==> config.mk <==
export PLATFORM = sky130hd
export DESIGN_NAME = vfv_addr
export DESIGN_NICKNAME = d
export VERILOG_FILES = /design/src/rtl/vfv_pkg.sv /design/src/rtl/vfv_addr.sv
export SDC_FILE = /design/constraint.sdc
export NUM_CORES = 1
export LEC_CHECK = 0
export ABC_AREA = 1
export BUFFER_PORTS_ARGS = -buffer_cell sky130_fd_sc_hd__buf_4
export CAP_MARGIN = 30
export CORE_UTILIZATION = 59
export DETAILED_ROUTE_END_ITERATION = 12
export GPL_TIMING_DRIVEN = 0
export PLACE_DENSITY_LB_ADDON = 0.15
export REMOVE_ABC_BUFFERS = 1
export SLEW_MARGIN = 20
export SYNTH_ARGS = -nofsm -noshare
export SYNTH_HDL_FRONTEND = slang
export SYNTH_SLANG_ARGS = --single-unit
==> constraint.sdc <==
create_clock -name vclk -period 6.4
set_clock_uncertainty 0.05 [all_clocks]
set_input_delay 0.96 -clock vclk [all_inputs]
set_output_delay 0.96 -clock vclk [all_outputs]
set_load 0.02 [all_outputs]
==> src/rtl/vfv_pkg.sv <==
// Shared types and codes for the voxel face visibility block.
// No dependencies; used by vfv_addr and voxel_face_visibility.
`default_nettype none

package vfv_pkg;

  // request kinds carried in s_axis_tuser
  localparam logic [1:0] REQ_WRITE = 2'd0;
  localparam logic [1:0] REQ_READ  = 2'd1;
  localparam logic [1:0] REQ_QUERY = 2'd2;
  localparam logic [1:0] REQ_NONE  = 2'd3;

  // configuration register indexes
  localparam logic [1:0] CFG_SIZE_X = 2'd0;
  localparam logic [1:0] CFG_SIZE_Y = 2'd1;
  localparam logic [1:0] CFG_SIZE_Z = 2'd2;

  localparam int NUM_FACES = 6;
  localparam int CFG_BITS  = 5;
  localparam int VAL_BITS  = 9;

  // all ones: read or query of a coordinate outside the chunk
  localparam logic [VAL_BITS-1:0] VAL_OUT_OF_RANGE = '1;

  // face bit order: left, right, bottom, top, back, front
  typedef struct packed {
    logic                 ok;
    logic [NUM_FACES-1:0] nb_in;
  } vox_flags_t;

endpackage

`default_nettype wire

==> src/rtl/vfv_addr.sv <==
// Coordinate checker and store address generator.
// Depends on vfv_pkg for the flag struct.
`default_nettype none

module vfv_addr #(
  parameter int MAX_EDGE = 16
) (
  input  wire logic signed [7:0]                          coord_x,
  input  wire logic signed [7:0]                          coord_y,
  input  wire logic signed [7:0]                          coord_z,
  input  wire logic [$clog2(MAX_EDGE+1)-1:0]              eff_x,
  input  wire logic [$clog2(MAX_EDGE+1)-1:0]              eff_y,
  input  wire logic [$clog2(MAX_EDGE+1)-1:0]              eff_z,
  input  wire logic [$clog2(MAX_EDGE*MAX_EDGE+1)-1:0]     plane,
  output vfv_pkg::vox_flags_t                             flags,
  output logic [$clog2(MAX_EDGE*MAX_EDGE*MAX_EDGE)-1:0]   addr
);

  localparam int EW = $clog2(MAX_EDGE + 1);
  localparam int CW = $clog2(MAX_EDGE);
  localparam int PW = $clog2(MAX_EDGE * MAX_EDGE + 1);
  localparam int AW = $clog2(MAX_EDGE * MAX_EDGE * MAX_EDGE);
  localparam int SW = CW + PW + 1;

  logic [7:0]       ux, uy, uz;
  logic             in_x, in_y, in_z;
  logic [CW-1:0]    cx, cy, cz;
  logic [CW+PW-1:0] px;
  logic [CW+EW-1:0] py;
  logic [SW-1:0]    sum;

  assign ux = coord_x;
  assign uy = coord_y;
  assign uz = coord_z;

  assign in_x = !ux[7] && (ux < 8'(eff_x));
  assign in_y = !uy[7] && (uy < 8'(eff_y));
  assign in_z = !uz[7] && (uz < 8'(eff_z));

  assign flags.ok = in_x && in_y && in_z;

  // interior neighbor exists on each face of an in-range voxel
  assign flags.nb_in[0] = (ux != 8'd0);
  assign flags.nb_in[1] = ((9'(ux) + 9'd1) < 9'(eff_x));
  assign flags.nb_in[2] = (uy != 8'd0);
  assign flags.nb_in[3] = ((9'(uy) + 9'd1) < 9'(eff_y));
  assign flags.nb_in[4] = (uz != 8'd0);
  assign flags.nb_in[5] = ((9'(uz) + 9'd1) < 9'(eff_z));

  // low bits are exact whenever the coordinate is in range
  assign cx = ux[CW-1:0];
  assign cy = uy[CW-1:0];
  assign cz = uz[CW-1:0];

  assign px  = cx * plane;
  assign py  = cy * eff_z;
  assign sum = SW'(px) + SW'(py) + SW'(cz);
  assign addr = AW'(sum);

endmodule

`default_nettype wire

== Word level (Yosys, flattened, before mapping) ==
Cells that the tools add are included.
Word-level totals
  bits of input ports: 48
  output and inout port bits: 19
  register bits after elaboration: 0
Cells by class
  $add $sub $neg: 5
  order comparisons: 6
  reductions and logical operators: 11
  multiply operators: 2
Operators with widths (number)
  adder 8 x 1 -> 9 bit, second input constant: 3
  < comparator 9 x 5 -> 1 bit: 3
  < comparator 8 x 5 -> 1 bit: 3
  nonzero test 8 bit: 3
  adder 12 x 4 -> 12 bit: 1
  adder 12 x 9 -> 12 bit: 1
  multiplier 4 x 9 -> 12 bit: 1
  multiplier 4 x 5 -> 9 bit: 1
  logical AND 1 bit: 5
  zero test 1 bit: 3

== Depth between registers and ports, before layout ==
  depth after elaboration: 4
  gate-level depth with buffers: 20

== Worst setup path before layout ==
No wires, ideal clock.
  path kind: in2out
  from: input port coord_y[3]
  to: output port addr[8]
  required time: 5.390 ns
  slack: 0.883 ns
  stages on the path: 12
  arrival: 4.507 ns
  path buffers: 1
  cell sequence: buf_2 -> nand2_1 -> fa_1 -> fa_1 -> inv_1 -> fa_1 -> inv_1 -> fa_1 -> fa_1 -> o21ai_2 -> a21oi_1 -> xor2_1
Between the ends
  longest elaborated chain between the ends: 3
RTL lines
  start: declaration: RTL line vfv_addr.sv:9  | input wire logic signed [7:0] coord_y,
  multiplier 4 x 5 -> 9 bit: RTL line vfv_addr.sv:56  | assign py = cy * eff_z;
  adder 12 x 9 -> 12 bit: RTL line vfv_addr.sv:57  | assign sum = SW'(px) + SW'(py) + SW'(cz);
  adder 12 x 4 -> 12 bit: RTL line vfv_addr.sv:57
  end: declaration: RTL line vfv_addr.sv:16  | output logic [$clog2(MAX_EDGE*MAX_EDGE*MAX_EDGE)-1:0] addr
Every way passes these cells.

== Final worst setup path ==
Ends and elaborated chain as after synthesis.

==> metrics.cfg <==
[status]
run_status=finished clean

[drt]
drt_first_pass_iters=4
routed_via_density=4.81
routed_wl_mm=6.48
route.antenna.remaining_nets=0
wl_per_cell_um=10.9
drtIter0Drc=101
vias=2860
drc=0

[floorplan]
die_height_um=74.5
initial_utilization_pct=61.2
row_count=26
die_x_um=74.5
fp.dieArea_sq_um=5560
placeableCoreArea_sq_um=5070
top_level_ports=67

[worst_hold_path]
worstHoldStart=coord_y[7]
holdCritPathClass=in2out
holdPathStages=4
whs_endpoint=flags[2]

[layout]
fill_cells=463
clock_buffer_count=0
seq_area_sq_um=0
layout.cells.most_common=sky130_fd_sc_hd__inv_1
final_cell_count_no_fill=595
nets=675
flow.area_growth_from_synthesis_pct=17.6
layout-drive-gt1-share_pct=13.9
antenna-diode-count=0
sequential_cell_total=0
layout_common_cells=sky130_fd_sc_hd__inv_1 (152), sky130_fd_sc_hd__nand2_1 (118), sky130_fd_sc_hd__buf_4 (67), sky130_fd_sc_hd__ha_1 (63), sky130_fd_sc_hd__fa_1 (37)
finish.instance_area_sq_um=3650

[sta]
final_hold_viol_count=0
worst_slack_ns=0.808
relSlewSlack_pct=85.1
rsz_0062_raised_after_global_routing=no
achievable-frequency_mhz=179
period_needed_ns=5.59
fin_setup_tns_ns=0
fin_crit_sh_pct=87.4
slew_violations=0
setup-violations-final=0
max_slew.worst_pin.slew_ns=0.222

[clock_network]
cts_resized=0
post_cts_buffers=0
holdBufCountCts=0

[grt]
grt_first_pass_wirelength_mm=11.1
global_route.overflow_total=0
vias_in_the_first_global_route=2640
global_route.peak_usage_layer=met2
globalRouteMet2Util_pct=49.0
antenna_found_initial=0
gr-usage-all-layers_pct=25.1
grt_util_met3_pct=0.407
groute.layer.met1.usage_pct=32.2
grt_max_degree=16

[run]
max_cap_violations=0

[power_and_ir_drop]
vdd_ir_drop_max_uv=334
powerDensity_nw_per_um2=236
total_power_mw=0.860
total_leakage_power_nw=2.49

[logic_synthesis]
netlist-cell-type-count=26
sequential_area_share_after_synthesis_pct=0
netlist_instances=466
syn_area_sq_um=3100
synth.yosys.warnings=0
syn_avg_cell_area_sq_um=6.66

[placed_design]
routabilityCongestion=0.871
placed_area_sq_um=3650
placed_instance_count=595
place_worst_setup_slack_ns=0.801
port-buffer-count=67
post_dp_hpwl_mm=5.69

[worst_setup_path]
worst_setup_path_start_kind=primary input
timing.critical_path.mode_cell=sky130_fd_sc_hd__fa_1
critical-path-max-stage-delay_ns=0.55
timing.setup.critical_path_class=in2out
worst-endpoint-arrival_ns=4.58
family_with_the_most_delay_on_the_worst_path=adder cells
critical_path_peak_fanout=10
worst_path_max_delay_cell=sky130_fd_sc_hd__fa_1
worstPathBufferInverterCount=5
crit_path_end_kind=output port
critical_path_cell_sequence=buf_4 > nand2_1 > inv_1 > fa_1 > fa_1 > fa_1 > inv_1 > fa_1 > inv_1 > ha_1 > a21oi_1 > o21ai_2 > a21oi_1 > xor2_1 > buf_4
cp_data_required_time_ns=5.39

-- report_power, final --
group	switching, mW	leakage [nW]	internal, mW	total (mW)
Clock	0	0	0	0
Combinational	0.496	2.49	0.364	0.860
Sequential	0	0	0	0
Total	0.496	2.49	0.364	0.860
-- cells in the mapped netlist --
cell / count / area share (%)
sky130_fd_sc_hd__fa_1: 37 / 24
sky130_fd_sc_hd__ha_1: 63 / 25
sky130_fd_sc_hd__nor3_1: 4 / 0.64
sky130_fd_sc_hd__buf_4: 2 / 0.48
sky130_fd_sc_hd__o21ai_0: 2 / 0.32
sky130_fd_sc_hd__xnor2_1: 2 / 0.56
sky130_fd_sc_hd__a21o_1: 3 / 0.73
sky130_fd_sc_hd__nor2_1: 24 / 2.9
sky130_fd_sc_hd__nand4_2: 1 / 0.40
sky130_fd_sc_hd__o21ai_1: 1 / 0.16
sky130_fd_sc_hd__nand3_1: 10 / 1.6
sky130_fd_sc_hd__nand3_2: 2 / 0.64
sky130_fd_sc_hd__o21bai_1: 2 / 0.48
sky130_fd_sc_hd__a31oi_1: 1 / 0.20
sky130_fd_sc_hd__buf_2: 5 / 0.81
sky130_fd_sc_hd__o21ai_2: 1 / 0.28
sky130_fd_sc_hd__a21oi_1: 11 / 1.8
sky130_fd_sc_hd__inv_1: 152 / 18
sky130_fd_sc_hd__a211oi_1: 1 / 0.24
sky130_fd_sc_hd__xor2_1: 11 / 3.1
sky130_fd_sc_hd__nor4_1: 2 / 0.40
sky130_fd_sc_hd__a21boi_1: 1 / 0.24
sky130_fd_sc_hd__nand2_1: 118 / 14
sky130_fd_sc_hd__clkbuf_1: 1 / 0.12
sky130_fd_sc_hd__a31o_2: 2 / 0.56
sky130_fd_sc_hd__nand4_1: 7 / 1.4
-- area by class of cell --
cell class                 count  area [sq um]  area share [%]
timing repair buffer          67           503            13.8
tap                           70          87.6            2.40
multi-input combinational    306          2490            68.2
inverter                     152           571            15.6
-- worst max-delay path by stage --
| stage | from | endpoint | slack [ns] | cells after the start |
|---|---|---|---|---|
| 2_1_floorplan | eff_z[0] | addr[8] | 1.08 | 11 |
| 3_3_place_gp | coord_y[3] | addr[8] | 0.85 | 13 |
| 3_5_place_dp | coord_y[3] | addr[10] | 0.80 | 15 |
| 4_1_cts | coord_y[3] | addr[10] | 0.80 | 15 |
| 5_1_grt | coord_y[3] | addr[11] | 0.61 | 19 |
| 6_report | coord_y[3] | addr[8] | 0.81 | 15 |
-- metal layers --
metal | share of wire (%) | wire length (um)
met1 | 45 | 2880
met2 | 52 | 3380
met3 | 2.9 | 185
met4 | 0.48 | 31
met5 | 0 | 0
-- logic make-up (layout without fill, tap and decap cells) --
family	after synthesis	count (layout)	synth area share, %
xor gates and xnor gates	13	13	3.67
AOI/OAI and AO/OA	25	25	5.00
and+or+nand+nor	168	168	22.3
adders and majority gates	100	100	49.3
buffers and inverters	160	219	19.8
-- stage by stage --
| stage | hold WS, ns | utilization [%] |
|---|---|---|
| 2_1_floorplan | 2.05 | - |
| 3_3_place_gp | 2.19 | 71.9 |
| 3_5_place_dp | 2.19 | 71.9 |
| 4_1_cts | 2.19 | 71.9 |
| 5_1_grt | 2.23 | 71.9 |
| 6_report | 2.19 | 71.9 |
(Power assumes the default switching activity.)
